<file path="src/rtl/pis_pkg.sv">
// ============================================================================
// pis_pkg: shared types and constants of the particle integration pipeline
// Transaction payloads, configuration codes, the stage payload and helpers.
// ============================================================================
`default_nettype none

package pis_pkg;

    localparam int unsigned CFG_IDX_W  = 2;
    localparam int unsigned CFG_DATA_W = 24;
    localparam int unsigned DIV_STEPS  = 16;

    localparam logic [CFG_IDX_W-1:0] REG_FRAME_DT    = 2'd0;
    localparam logic [CFG_IDX_W-1:0] REG_GRAVITY     = 2'd1;
    localparam logic [CFG_IDX_W-1:0] REG_KILL_ENABLE = 2'd2;

    localparam logic [15:0]        FRAME_DT_RESET = 16'd1092;
    localparam logic signed [23:0] GRAVITY_RESET  = 24'sd25600;
    localparam logic               KILL_RESET     = 1'b1;

    // Life fraction of one, Q1.16 held in 17 bits.
    localparam logic [16:0] ONE_Q16 = 17'h10000;

    typedef struct packed {
        logic [23:0]        age;
        logic [23:0]        lifetime;
        logic signed [23:0] vel_x;
        logic signed [23:0] vel_y;
        logic signed [23:0] pos_x;
        logic signed [23:0] pos_y;
        logic signed [23:0] angle;
        logic signed [23:0] spin;
        logic [31:0]        start_rgba;
        logic [31:0]        end_rgba;
        logic [19:0]        start_size;
        logic [19:0]        end_size;
    } item_t;

    typedef struct packed {
        logic [23:0]        new_age;
        logic signed [23:0] new_vel_y;
        logic signed [23:0] new_pos_x;
        logic signed [23:0] new_pos_y;
        logic signed [23:0] new_angle;
        logic [31:0]        cur_rgba;
        logic [19:0]        cur_size;
        logic               alive;
    } result_t;

    typedef struct packed {
        logic [15:0]        frame_dt;
        logic signed [23:0] gravity;
        logic               kill_enable;
    } cfg_t;

    // Payload carried from the front stage through motion and the divider.
    typedef struct packed {
        logic [23:0]        nage;
        logic [23:0]        lifetime;
        logic               alive;
        logic               full;
        logic [23:0]        rem;
        logic [15:0]        quo;
        logic signed [23:0] vel_y;
        logic signed [23:0] pos_x;
        logic signed [23:0] pos_y;
        logic signed [23:0] angle;
        logic signed [39:0] prod_g;
        logic signed [39:0] prod_x;
        logic signed [39:0] prod_s;
        logic [31:0]        start_rgba;
        logic [31:0]        end_rgba;
        logic [19:0]        start_size;
        logic [19:0]        end_size;
    } pipe_t;

    // Payload between the two interpolation stages.
    typedef struct packed {
        logic [23:0]        new_age;
        logic signed [23:0] new_vel_y;
        logic signed [23:0] new_pos_x;
        logic signed [23:0] new_pos_y;
        logic signed [23:0] new_angle;
        logic               alive;
        logic [31:0]        start_rgba;
        logic [19:0]        start_size;
        logic [31:0]        delta_rgba;
        logic [19:0]        delta_size;
    } lerp_t;

    // Clamp a 25-bit signed sum to the signed 24-bit range.
    function automatic logic signed [23:0] sat24(input logic signed [24:0] v);
        logic signed [23:0] r;
        if (v[24] != v[23])
        begin
            r = v[24] ? 24'sh800000 : 24'sh7FFFFF;
        end
        else
        begin
            r = v[23:0];
        end
        return r;
    endfunction

endpackage

`default_nettype wire

</file>
<file path="src/rtl/pis_div_stage.sv">
// ============================================================================
// pis_div_stage: one restoring division step
// Produces one quotient bit of age times 2^16 over lifetime per stage.
// ============================================================================
`default_nettype none

module pis_div_stage
    import pis_pkg::*;
(
    input  wire logic  clk,
    input  wire logic  rst_n,
    input  wire logic  up_valid,
    output logic       up_stall,
    input  wire pipe_t up_data,
    output logic       dn_valid,
    input  wire logic  dn_stall,
    output pipe_t      dn_data
);

    logic        valid_reg;
    pipe_t       data_reg;
    pipe_t       data_next;
    logic        hold;
    logic [24:0] twice;
    logic [24:0] diff;
    logic        fits;

    assign hold     = valid_reg & dn_stall;
    assign up_stall = hold;
    assign dn_valid = valid_reg;
    assign dn_data  = data_reg;

    always_comb
    begin
        twice = {up_data.rem, 1'b0};
        diff  = twice - {1'b0, up_data.lifetime};
        fits  = (twice >= {1'b0, up_data.lifetime});

        // The remainder stays below the lifetime whenever the quotient is used.
        data_next     = up_data;
        data_next.rem = fits ? diff[23:0] : twice[23:0];
        data_next.quo = {up_data.quo[14:0], fits};
    end

    always_ff @(posedge clk or negedge rst_n)
    begin
        if (!rst_n)
        begin
            valid_reg <= 1'b0;
        end
        else if (!hold)
        begin
            valid_reg <= up_valid;
        end
    end

    always_ff @(posedge clk)
    begin
        if (!hold)
        begin
            data_reg <= data_next;
        end
    end

endmodule

`default_nettype wire

</file>
<file path="config.mk">
export PLATFORM = sky130hd
export DESIGN_NAME = pis_div_stage
export DESIGN_NICKNAME = d
export VERILOG_FILES = /design/src/rtl/pis_pkg.sv /design/src/rtl/pis_div_stage.sv
export SDC_FILE = /design/constraint.sdc
export NUM_CORES = 1
export LEC_CHECK = 0
export BUFFER_PORTS_ARGS = -buffer_cell sky130_fd_sc_hd__buf_2
export CAP_MARGIN = 20
export CORE_AREA = 3 3 323 325
export CTS_CLUSTER_SIZE = 10
export DETAILED_ROUTE_END_ITERATION = 7
export DIE_AREA = 0 0 326 328
export HOLD_SLACK_MARGIN = 0.05
export PLACE_DENSITY = 0.4
export REMOVE_ABC_BUFFERS = 1
export SLEW_MARGIN = 10
export SYNTH_ARGS = -nofsm -noshare
export SYNTH_HDL_FRONTEND = slang
export SYNTH_SLANG_ARGS = --single-unit
</file>
<file path="constraint.sdc">
create_clock -name clk -period 15.8 [get_ports clk]
set_clock_uncertainty 0.15 [all_clocks]
set_input_delay 3.16 -clock clk [delete_from_list [all_inputs] [get_ports clk]]
set_output_delay 3.16 -clock clk [all_outputs]
set_load 0.1 [all_outputs]
</file>
# --- Yosys cells after proc, flatten, opt, wreduce, memory -nomap -nowiden ---
# Cells that the tools add are included.
totals:
  wordCells: 23
  reg_bits: 411
classes:
  magnitude_cmp: 1
  n_bitwise: 1
  addsub: 1
  muxes: 1
op_table:
  columns: ["cell", "count"]
  rows:
  - ["$ge 25x24->1", 1]
  - ["$mux 24", 1]
  - ["$sub 24x24->24", 1]
  - ["$and 1x1->1", 1]

# --- Longest topological paths before layout ---
# Gate-level depths: netlist (run 1).
logic_depth:
  word_depth: 2
  depth_mapped: 13
  mapped_depth_nobuf: 11

# --- Least setup slack after synthesis (run 1) ---
# OpenSTA, ideal clock, no wires.
synth_path:
  kind: "input-to-output"
  from: "input port dn_stall"
  to: "output port up_stall"
  t_arrival_ns: 15.954
  setup_slack_ns: -3.464
  path_buffers: 0
  path_stages: 2
  cell_sequence: "nand2_1 inv_1"
synth_via:
  elab_chain_cells: 1
synth_rtl:
  columns: ["item", "line", "text"]
  rows:
  - ["start: declaration", "pis_div_stage.sv:16", "input wire logic dn_stall,"]
  - ["$and 1x1->1", "pis_div_stage.sv:28", "assign hold = valid_reg & dn_stall;"]
  - ["end: declaration", "pis_div_stage.sv:13", "output logic up_stall,"]
# Every way passes these cells.

# --- Worst setup path in the final report (run 1) ---
# Same ends and word-level chain as after synthesis.

==> out/qor.yml, run 1 <==
status: "complete, no violations"
critPathKind: "in -> out"
arrival_ns: 4.07
synth_most_common_cell: "edfxtp_1"
insertion_delay_ns: 0.59
fp.dieH_um: 328
setup_violations: 0
die_w_um: 326
yosysTopAreaCellShare_pct: 88.0
path_delay_family: "buffers and inverters"
cp-end-kind: "output port"
rsz0062_at_grt: "false"
timing.rr.end: "dn_data[268]$_DFFE_PN_"
start_kind: "input port"
core_area_um2: 102000
ant_nets: 0
ff2ff_path_depth: 4
avgRoutedWirePerCell_um: 19.9
ys_seq_area_share_pct: 88.2
fmax_ghz: 0.135
synth_top_area_cell: "edfxtp_1"
utilization_pct: 21.0
antenna_found_initial: 59
cts_htree_levels: 2
ios: 826
syn2layout_area_growth_pct: 53.1
synthTopCellsByArea: "edfxtp_1 (88%), ha_1 (2.1%), a21oi_1 (1.1%)"
die-area_um2: 107000
finalCritPeriodShare_pct: 46.7
p_leak_nw: 8.99
globalplace.congestion: 0.832
nets: 1969
synth-main-ff-cell: "edfxtp_1"
cts_tree: "yes"
ir_drop_mv: 0.0833
synth_commonest_cells: "edfxtp_1 (410), a21oi_1 (32), inv_1 (30)"
power_density_nw_per_um2: 153
path_clk_slew_ns: 0.05
cts_hold_buf: 0
crit_start: "dn_stall"
grt_overflow: 0
portBuffers: 824
cts_buffers: 52
final_area_um2: 21400
rrSetupSlack_ns: 12.21
tightest_slew_ns: 0.960
ys_seq_elements: 411
worstPathMaxFanout: 26
avgSynthCellArea_um2: 21.4
grt_usage_pct: 10.3
dp.cells: 2844
critPathCapture: "up_stall"
drc: 0
async_flop_share_pct: 0.243
drtIter0Drc: 432
hold_viol: 0
routed-via-count: 9615
syn_inst: 654
cts_setup_buffers: 0
grt_pass1_wl_um: 78200
path_buf_inv: 3
worstSetupPathDepth: 4
clock_sinks: 411
fin_cells: 2936
path_cells: "buf_2 -> nand2_4 -> inv_1 -> buf_2"
required_ns: 12.49
firstDrtPassIters: 4
min_path_type: "reg -> reg"
synth_edf_count: 410
crit-reg2reg-launch: "dn_valid$_DFFE_PN0N_"
initial_core_util_pct: 13.8
period_needed_ns: 7.38
slew_violations: 0
ys_types: 54
crit_top_cell: "buf_2"
wl_um: 58300
slew_headroom_pct: 36.0
cap_viol_max_count: 0
synthesis.area_um2: 14000
num_rows: 117
dp_hpwl_um: 47900
placed_area_um2: 19800
cts_resized: 0
grt_max_degree: 155
ys.warnings.count: 0
slowest_stage: "buf_2"
vias_per_cell: 3.27
critPathMaxStageDelay_ns: 0.43
drive_above_1_share_pct: 58.6
grt_pass1_vias: 10200
clock_tree.root_cell: "clkbuf_16"
cts_buffer_depth: 3
-- power breakdown --
part	total, mW	leakage (nW)	internal (mW)	switching [mW]
Sequential	1.33	4.13	1.30	0.0237
Combinational	0.847	4.10	0.120	0.727
Clock	1.11	0.763	0.660	0.453
-- kinds of logic after synthesis --
| kind of cell | synth area share (%) |
|---|---|
| multiplexers | 0.671 |
| adder cells (fa/ha/maj) | 2.29 |
| buffers and inverters | 1.12 |
| flip-flops | 88.2 |
| AO/OA/AOI/OAI | 3.77 |
| XOR/XNOR | 1.19 |
| AND/OR/NAND/NOR | 2.78 |
-- cell usage in the layout, fill, tap and decap left out, types with 2 or more instances in the layout --
cell / synthesis / layout
or2_2: 2 / 2
buf_4: 1 / 4
a21oi_1: 32 / 32
buf_2: 3 / 824
diode_2: 0 / 5
a31oi_1: 3 / 3
inv_6: 0 / 2
xnor2_1: 10 / 10
bufinv_16: 0 / 3
edfxtp_1: 410 / 410
nand2b_1: 5 / 5
nor2_1: 26 / 26
a21oi_2: 2 / 2
nand2_1: 18 / 17
clkbuf_1: 0 / 18
xor2_1: 9 / 9
and3_1: 2 / 2
and2_1: 3 / 3
nand3_1: 5 / 5
a21o_1: 10 / 10
clkinv_2: 0 / 8
nor3b_1: 2 / 2
ha_1: 24 / 24
nor3_1: 3 / 3
nor2b_1: 4 / 4
o21ai_0: 8 / 8
clkbuf_16: 0 / 53
nand4_1: 2 / 2
mux2_2: 6 / 6
inv_1: 30 / 30
o21a_1: 2 / 2
o21bai_1: 3 / 3
-- per-layer routing --
metal	vias up	global-route usage (%)	wire length [µm]
li1	4309	-	-
met1	4596	10.8	20300
met2	551	18.3	29600
met3	145	5.43	6770
met4	14	2.46	1590
met5	-	0	94
-- worst min-delay path by stage --
stage                               from                    to  slack [ns]  depth (start not counted)
global route        dn_valid$_DFFE_PN0N_  dn_valid$_DFFE_PN0N_        0.90                          2
finish              dn_valid$_DFFE_PN0N_  dn_valid$_DFFE_PN0N_        0.79                          2
floorplan                          rst_n  dn_valid$_DFFE_PN0N_        2.71                          0
CTS                 dn_valid$_DFFE_PN0N_  dn_valid$_DFFE_PN0N_        0.88                          2
global placement    dn_valid$_DFFE_PN0N_  dn_valid$_DFFE_PN0N_        0.83                          2
detailed placement  dn_valid$_DFFE_PN0N_  dn_valid$_DFFE_PN0N_        0.87                          2
-- area by class of cell --
type / instances / area [µm²]
multi-input cells: 206 / 1510
fillers: 10900 / 80300
clock inverters: 16 / 168
clock buffers: 71 / 1390
diodes: 5 / 12.5
repair buffers: 829 / 4170
flip-flops and latches: 411 / 12300
well taps: 1368 / 1710
inverters: 30 / 113
-- registers in the layout, indices dropped and copies added, names as in the netlist --
register and flops:
dn_data 410, dn_valid 1
-- per-stage QoR --
| stage | total power, mW | worst slack (ns) | TNS (ns) | hold slack (ns) |
|---|---|---|---|---|
| finish | 3.29 | 8.42 | 0 | 0.793 |
| global route | 3.42 | 8.32 | 0 | 0.901 |
| CTS | 3.36 | 8.37 | 0 | 0.880 |
| detailed placement | 2.20 | 8.37 | 0 | 0.866 |
| global placement | 2.20 | 8.35 | 0 | 0.828 |
| floorplan | 2.05 | -3.46 | -3.46 | 2.71 |
-- worst register-to-register path, delay by kind of cell (launching register included) --
kind | cells | cell delay, ns
buffers and inverters | 3 | 2.19
flip-flops | 1 | 0.44
AND/OR/NAND/NOR | 1 | 0.37
(Power assumes the default switching activity.)
==> inputs of run 2 (changes only) <==
--- a/config.mk
+++ b/config.mk
@@ -7,12 +7,12 @@
 export LEC_CHECK = 0
 export BUFFER_PORTS_ARGS = -buffer_cell sky130_fd_sc_hd__buf_2
 export CAP_MARGIN = 20
-export CORE_AREA = 3 3 323 325
+export CORE_AREA = 3 3 318 320
 export CTS_CLUSTER_SIZE = 10
 export DETAILED_ROUTE_END_ITERATION = 7
-export DIE_AREA = 0 0 326 328
+export DIE_AREA = 0 0 321 323
 export HOLD_SLACK_MARGIN = 0.05
-export PLACE_DENSITY = 0.4
+export PLACE_DENSITY = 0.42
 export REMOVE_ABC_BUFFERS = 1
 export SLEW_MARGIN = 10
 export SYNTH_ARGS = -nofsm -noshare
==> constraint.sdc (replaced) <==
create_clock -name clk -period 6.2 [get_ports clk]
set_clock_uncertainty 0.15 [all_clocks]
set_input_delay 1.24 -clock clk [delete_from_list [all_inputs] [get_ports clk]]
set_output_delay 1.24 -clock clk [all_outputs]
set_load 0.1 [all_outputs]
==> run 2 against run 1 <==
Critical endpoint is now dn_data[344]$_DFFE_PN_; critical path type is now in -> reg; first-iteration DRC count grew 32%; largest power group unchanged; hold slack lost 0.55 ns; setup slack lost 6.1 ns.
==> out/qor.yml, run 2 (synthesis gave the netlist of run 1 again) <==
grt_pass1_wl_um: 80900  # was 78200 µm
slew_headroom_pct: 28.1  # was 36.0%
clock_sinks: 411  # unchanged
grt_overflow: 0  # unchanged
fp.dieH_um: 323  # was 328 µm
grt_pass1_vias: 10200  # about the same
placed_area_um2: 19700  # was 19800 µm²
period_needed_ns: 3.93
largest_register_ffs: 410  # unchanged
worstPathMaxFanout: 40  # was 26
vias_per_cell: 3.40  # was 3.27
dp.cells: 2762  # was 2844
nets: 1967  # was 1969
syn2layout_area_growth_pct: 52.3  # was 53.1%
fin_hold_ws_ns: 0.240  # was 0.793 ns
fmax_ghz: 0.255
wl_um: 62400  # was 58300 µm
drive_above_1_share_pct: 58.3  # was 58.6%
setup_violations: 0  # unchanged
dp_hpwl_um: 51400  # was 47900 µm
cts_buffers: 51  # was 52
slew_violations: 0  # unchanged
setup_slack_ns: 2.27  # was 8.42 ns
drtIter0Drc: 572  # was 432
post-place-ws_ns: 1.59  # was 8.37 ns
arrival_ns: 4.13  # was 4.07 ns
cts_tree: "yes"  # unchanged
initial_core_util_pct: 14.2  # was 13.8%
crit-reg2reg-launch: "dn_valid$_DFFE_PN0N_"  # unchanged
crit_start: "up_data[375]"  # was dn_stall
p_leak_nw: 8.96  # was 8.99 nW
rsz0062_at_grt: "false"  # unchanged
grt_max_degree: 163  # was 155
tightest_slew_ns: 1.08  # was 0.960 ns
final_area_um2: 21300  # was 21400 µm²
cp-end-kind: "flip-flop"  # was output port
insertion_delay_ns: 0.62  # was 0.59 ns
final_cell_mix: "buf_2 (824), edfxtp_1 (410), clkbuf_16 (51)"  # was buf_2 (824), edfxtp_1 (410), clkbuf_16 (53)
cts_htree_levels: 2  # unchanged
critPathKind: "in -> reg"  # was in -> out
die_w_um: 321  # was 326 µm
antenna_found_initial: 72  # was 59
core_area_um2: 98400  # was 102000 µm²
ant_nets: 0  # unchanged
min_path_type: "in -> async"  # was reg -> reg
drc: 0  # unchanged
grt_usage_pct: 11.3  # was 10.3%
cts_hold_buf: 0  # unchanged
cts_setup_buffers: 0  # unchanged
hold_viol: 0  # unchanged
clock_tree.root_cell: "clkbuf_16"  # unchanged
cts_resized: 0  # unchanged
start_kind: "input port"  # unchanged
cts_buffer_depth: 3  # unchanged
path_clk_slew_ns: 0.05  # about the same
power_density_nw_per_um2: 391  # was 153 nW/µm²
finalCritPeriodShare_pct: 63.3
cap_viol_max_count: 0  # unchanged
required_ns: 6.41  # was 12.49 ns
portBuffers: 824  # unchanged
final_common_cell: "buf_2"  # unchanged
firstDrtPassIters: 4  # unchanged
ir_drop_mv: 0.206  # was 0.0833 mV
utilization_pct: 21.7  # was 21.0%
ios: 826  # unchanged
avgRoutedWirePerCell_um: 21.8  # was 19.9 µm
globalplace.congestion: 0.797  # was 0.832
die-area_um2: 104000  # was 107000 µm²
status: "complete, no violations"  # unchanged
routed-via-count: 9739  # was 9615
fin_cells: 2862  # was 2936
num_rows: 115  # was 117
[run 2: stage by stage]
stage          TNS (ns)  power (mW)
4_1_cts               0        8.52
3_3_place_gp          0        5.63
3_5_place_dp          0        5.64
2_1_floorplan  -2035.18        5.22
6_report              0        8.33
5_1_grt               0        8.67
[run 2: critical path: stages]
cell      delay, ns
buf_2          0.10
inv_1          0.07
ha_1           0.42
and3_1         0.29
nor4bb_1       0.22
nand2_1        0.07
or4_1          0.45
nand3_1        0.12
a41o_2         0.74
mux2_2         0.41
[run 2: worst paths after layout]
kind	to	slack, ns	cells after the start
max in group asynchronous	dn_valid$_DFFE_PN0N_	5.57	1
hold / removal	dn_valid$_DFFE_PN0N_	0.24	1
min in group clk	dn_data[234]$_DFFE_PN_	0.63	1
hold reg to reg	dn_data[155]$_DFFE_PN_	0.72	1
setup / recovery	dn_data[344]$_DFFE_PN_	2.27	10
setup reg to reg	dn_data[343]$_DFFE_PN_	3.50	3
[run 2: power breakdown]
part,internal (mW),switching (mW),leakage [nW]
clock,1.59,1.18,0.731
sequential,3.32,0.0661,4.13
combinational,0.307,1.87,4.10
total,5.22,3.12,8.96
[run 2: layout make-up]
| cell class | count | area [µm²] |
|---|---|---|
| inverters | 30 | 113 |
| diodes | 17 | 42.5 |
| repair buffers | 828 | 4180 |
| flip-flops and latches | 411 | 12300 |
| well taps | 1287 | 1610 |
| multi-input cells | 206 | 1510 |
| clock inverters | 18 | 194 |
| fillers | 10600 | 77100 |
| clock buffers | 65 | 1330 |
[run 2: per-layer routing]
layer  wire (µm)  track usage (%)  vias up
met4        2080             4.01       26
met5         162                0        -
met3        7260             5.42      157
met2       30800             19.3      566
met1       22100             12.3     4670
li1            -                -     4320
==> inputs of run 3 (changes only) <==
--- a/config.mk
+++ b/config.mk
@@ -7,12 +7,12 @@
 export LEC_CHECK = 0
 export BUFFER_PORTS_ARGS = -buffer_cell sky130_fd_sc_hd__buf_2
 export CAP_MARGIN = 20
-export CORE_AREA = 3 3 318 320
+export CORE_AREA = 3 3 323 325
 export CTS_CLUSTER_SIZE = 10
 export DETAILED_ROUTE_END_ITERATION = 7
-export DIE_AREA = 0 0 321 323
+export DIE_AREA = 0 0 326 328
 export HOLD_SLACK_MARGIN = 0.05
-export PLACE_DENSITY = 0.42
+export PLACE_DENSITY = 0.4
 export REMOVE_ABC_BUFFERS = 1
 export SLEW_MARGIN = 10
 export SYNTH_ARGS = -nofsm -noshare
==> constraint.sdc (replaced) <==
create_clock -name clk -period 4 [get_ports clk]
set_clock_uncertainty 0.15 [all_clocks]
set_input_delay 0.8 -clock clk [delete_from_list [all_inputs] [get_ports clk]]
set_output_delay 0.8 -clock clk [all_outputs]
set_load 0.1 [all_outputs]
==> run 3 against run 2 <==
Sequential power increased by 55%; count of clock-buffer cells in the layout is 1 lower; hold slack worse by 0.036 ns; non-clock buffer count grew 13; via count is 0.42% lower; wire length decreased by 5.6%; flip-flop and latch count unchanged; combinational power up 55%; largest power group unchanged; first-iteration DRC count decreased by 26%; largest cell class unchanged; clock power rose by 55%.
==> out/qor.yml, run 3 (synthesis gave the netlist of run 1 again) <==
status: "complete, no violations"  # unchanged
final_cell_mix: "buf_2 (824), edfxtp_1 (410), clkbuf_16 (52)"  # was buf_2 (824), edfxtp_1 (410), clkbuf_16 (51)
critPathKind: "in -> reg"  # unchanged
slew_headroom_pct: 46.8  # was 28.1%
portBuffers: 824  # unchanged
power_density_nw_per_um2: 599  # was 391 nW/µm²
ir_drop_mv: 0.337  # was 0.206 mV
drive_above_1_share_pct: 58.9  # was 58.3%
crit-reg2reg-launch: "dn_valid$_DFFE_PN0N_"  # unchanged
fin_cells: 2954  # was 2862
num_rows: 117  # was 115
power_switching_mw: 4.77  # was 3.12 mW
cts_htree_levels: 2  # unchanged
grt_pass1_vias: 10500  # was 10200
top_layer: "met5"  # unchanged
p_clk_share_pct: 33.2  # about the same
nets: 1980  # was 1967
dp_hpwl_um: 48400  # was 51400 µm
seqPwrFrac_pct: 40.6  # about the same
critPathMaxStageDelay_ns: 0.41  # was 0.74 ns
cp-end-kind: "flip-flop"  # unchanged
syn2layout_area_growth_pct: 53.9  # was 52.3%
wl_um: 58900  # was 62400 µm
cts_tree: "yes"  # unchanged
wl_met2_um: 29700  # was 30800 µm
swShare_pct: 37.0  # was 37.4%
cts_buffers: 51  # unchanged
rrSetupSlack_ns: 2.09  # was 3.50 ns
cts_resized: 0  # unchanged
slowest_stage: "o41ai_4"  # was a41o_2
setup_violations: 0  # unchanged
tightest_slew_ns: 0.798  # was 1.08 ns
core_area_um2: 102000  # was 98400 µm²
drtIter0Drc: 421  # was 572
die-area_um2: 107000  # was 104000 µm²
dp.cells: 2855  # was 2762
cts_setup_buffers: 0  # unchanged
clock_sinks: 411  # unchanged
routed-via-count: 9698  # was 9739
hold_path_depth: 1
path_cells: "buf_2 -> inv_1 -> ha_1 -> nor2b_4 -> o31ai_2 -> a21oi_2 -> o311a_4 -> o41ai_4 -> o211ai_1 -> xor2_1 -> mux2_1"  # was buf_2 -> inv_1 -> ha_1 -> and3_1 -> nor4bb_1 -> nand2_1 -> or4_1 -> nand3_1 -> a41o_2 -> mux2_2
timing.rr.end: "dn_data[132]$_DFFE_PN_"  # was dn_data[343]$_DFFE_PN_
ant_nets: 0  # unchanged
vias_per_cell: 3.28  # was 3.40
grt_overflow: 0  # unchanged
hold_viol: 0  # unchanged
wl_met3_um: 7160  # was 7260 µm
grt_usage_pct: 10.5  # was 11.3%
grt_max_degree: 141  # was 163
insertion_delay_ns: 0.61  # was 0.62 ns
globalplace.congestion: 0.811  # was 0.797
grt_pass1_wl_um: 79200  # was 80900 µm
largest_register_ffs: 410  # unchanged
antenna_found_initial: 63  # was 72
fp.dieH_um: 328  # was 323 µm
rsz0062_at_grt: "false"  # unchanged
clock_tree.root_cell: "clkbuf_16"  # unchanged
ff2ff_path_depth: 2  # was 3
p_leak_nw: 9.03  # was 8.96 nW
min_to: "dn_data[17]$_DFFE_PN_"
slew_violations: 0  # unchanged
met1_length_um: 19800  # was 22100 µm
ios: 826  # unchanged
min_from: "up_data[17]"
drc: 0  # unchanged
avgRoutedWirePerCell_um: 19.9  # was 21.8 µm
p_int_mw: 8.12  # was 5.22 mW
post-place-ws_ns: 0.221  # was 1.59 ns
start_kind: "input port"  # unchanged
fmax_ghz: 0.322
required_ns: 4.21  # was 6.41 ns
period_needed_ns: 3.11
final_common_cell: "buf_2"  # unchanged
setup_slack_ns: 0.894  # was 2.27 ns
finalCritPeriodShare_pct: 77.7
finalPower_mw: 12.9  # was 8.33 mW
min_path_type: "in -> reg"  # was in -> async
worstPathMaxFanout: 4  # was 40
path_clk_slew_ns: 0.06  # was 0.05 ns
cts_buffer_depth: 3  # unchanged
initial_core_util_pct: 13.8  # was 14.2%
arrival_ns: 3.32  # was 4.13 ns
die_w_um: 326  # was 321 µm
firstDrtPassIters: 4  # unchanged
combPwrFrac_pct: 26.1  # about the same
cap_viol_max_count: 0  # unchanged
-- run 3: cell count changes in the layout (fill, tap and decap cells not counted) --
| cell | before | now |
|---|---|---|
| buf_4 | 2 | 12 |
| clkinv_1 | 8 | 3 |
| diode_2 | 17 | 20 |
| buf_12 | 2 | 4 |
| clkbuf_1 | 14 | 12 |
| clkinv_2 | 4 | 6 |
| clkbuf_16 | 51 | 52 |
| clkinv_16 | 2 | 1 |
| clkinv_8 | 1 | 0 |
| dlygate4sd3_1 | 0 | 1 |
| inv_16 | 0 | 1 |
-- run 3: worst max-delay path, delay by kind of cell --
| family | cells | cell delay, ns |
|---|---|---|
| AOI/OAI and AO/OA | 5 | 1.45 |
| xor gates and xnor gates | 1 | 0.17 |
| adders and majority gates | 1 | 0.32 |
| buffers and inverters | 2 | 0.13 |
| muxes | 1 | 0.30 |
| and+or+nand+nor | 1 | 0.15 |
-- run 3: cell type report --
| cell class | instances | area, µm² |
|---|---|---|
| Antenna cell | 20 | 50.0 |
| Multi-Input combinational cell | 206 | 1510 |
| Inverter | 30 | 113 |
| Timing Repair Buffer | 841 | 4300 |
| Sequential cell | 411 | 12300 |
| Fill cell | 10900 | 80200 |
| Clock inverter | 14 | 159 |
| Clock buffer | 64 | 1350 |
| Tap cell | 1368 | 1710 |
-- run 3: metrics by stage --
stage	area [µm²]	utilization [%]	hold slack [ns]	TNS, ns
global placement	20000	19.6	0.436	0
floorplan	13900	-	0.354	-2940.34
CTS	21500	21.1	0.127	0
detailed placement	20000	19.6	0.437	0
finish	21500	21.2	0.204	0
global route	21500	21.1	0.145	0
-- run 3: metal layers --
metal	up-vias	track usage [%]
li1	4338	-
met1	4656	10.8
met2	535	18.4
met3	155	5.17
met4	14	3.78
met5	-	0
-- run 3: repair_timing --
action | in CTS | in global routing
hold buffers | 1 | 0
endpoints found under the hold margin | 1 | 0
setup endpoints to repair | 0 | 0
-- run 3: worst max-delay path by stage --
stage,end,depth (start not counted),from
5_1_grt,dn_data[354]$_DFFE_PN_,11,up_data[364]
3_5_place_dp,dn_data[354]$_DFFE_PN_,11,up_data[364]
6_report,dn_data[354]$_DFFE_PN_,11,up_data[364]
4_1_cts,dn_data[354]$_DFFE_PN_,11,up_data[364]
3_3_place_gp,dn_data[354]$_DFFE_PN_,11,up_data[364]
2_1_floorplan,up_stall,2,dn_valid$_DFFE_PN0N_
-- run 3: power by group through the flow --
stage	clock, mW	combinational (mW)	sequential (mW)
after global routing	4.65	3.48	5.27
after CTS	4.50	3.41	5.25
after floorplan	0	0.307	7.79
after global placement	0	3.40	5.32
after detailed placement	0	3.40	5.33
final	4.29	3.37	5.24
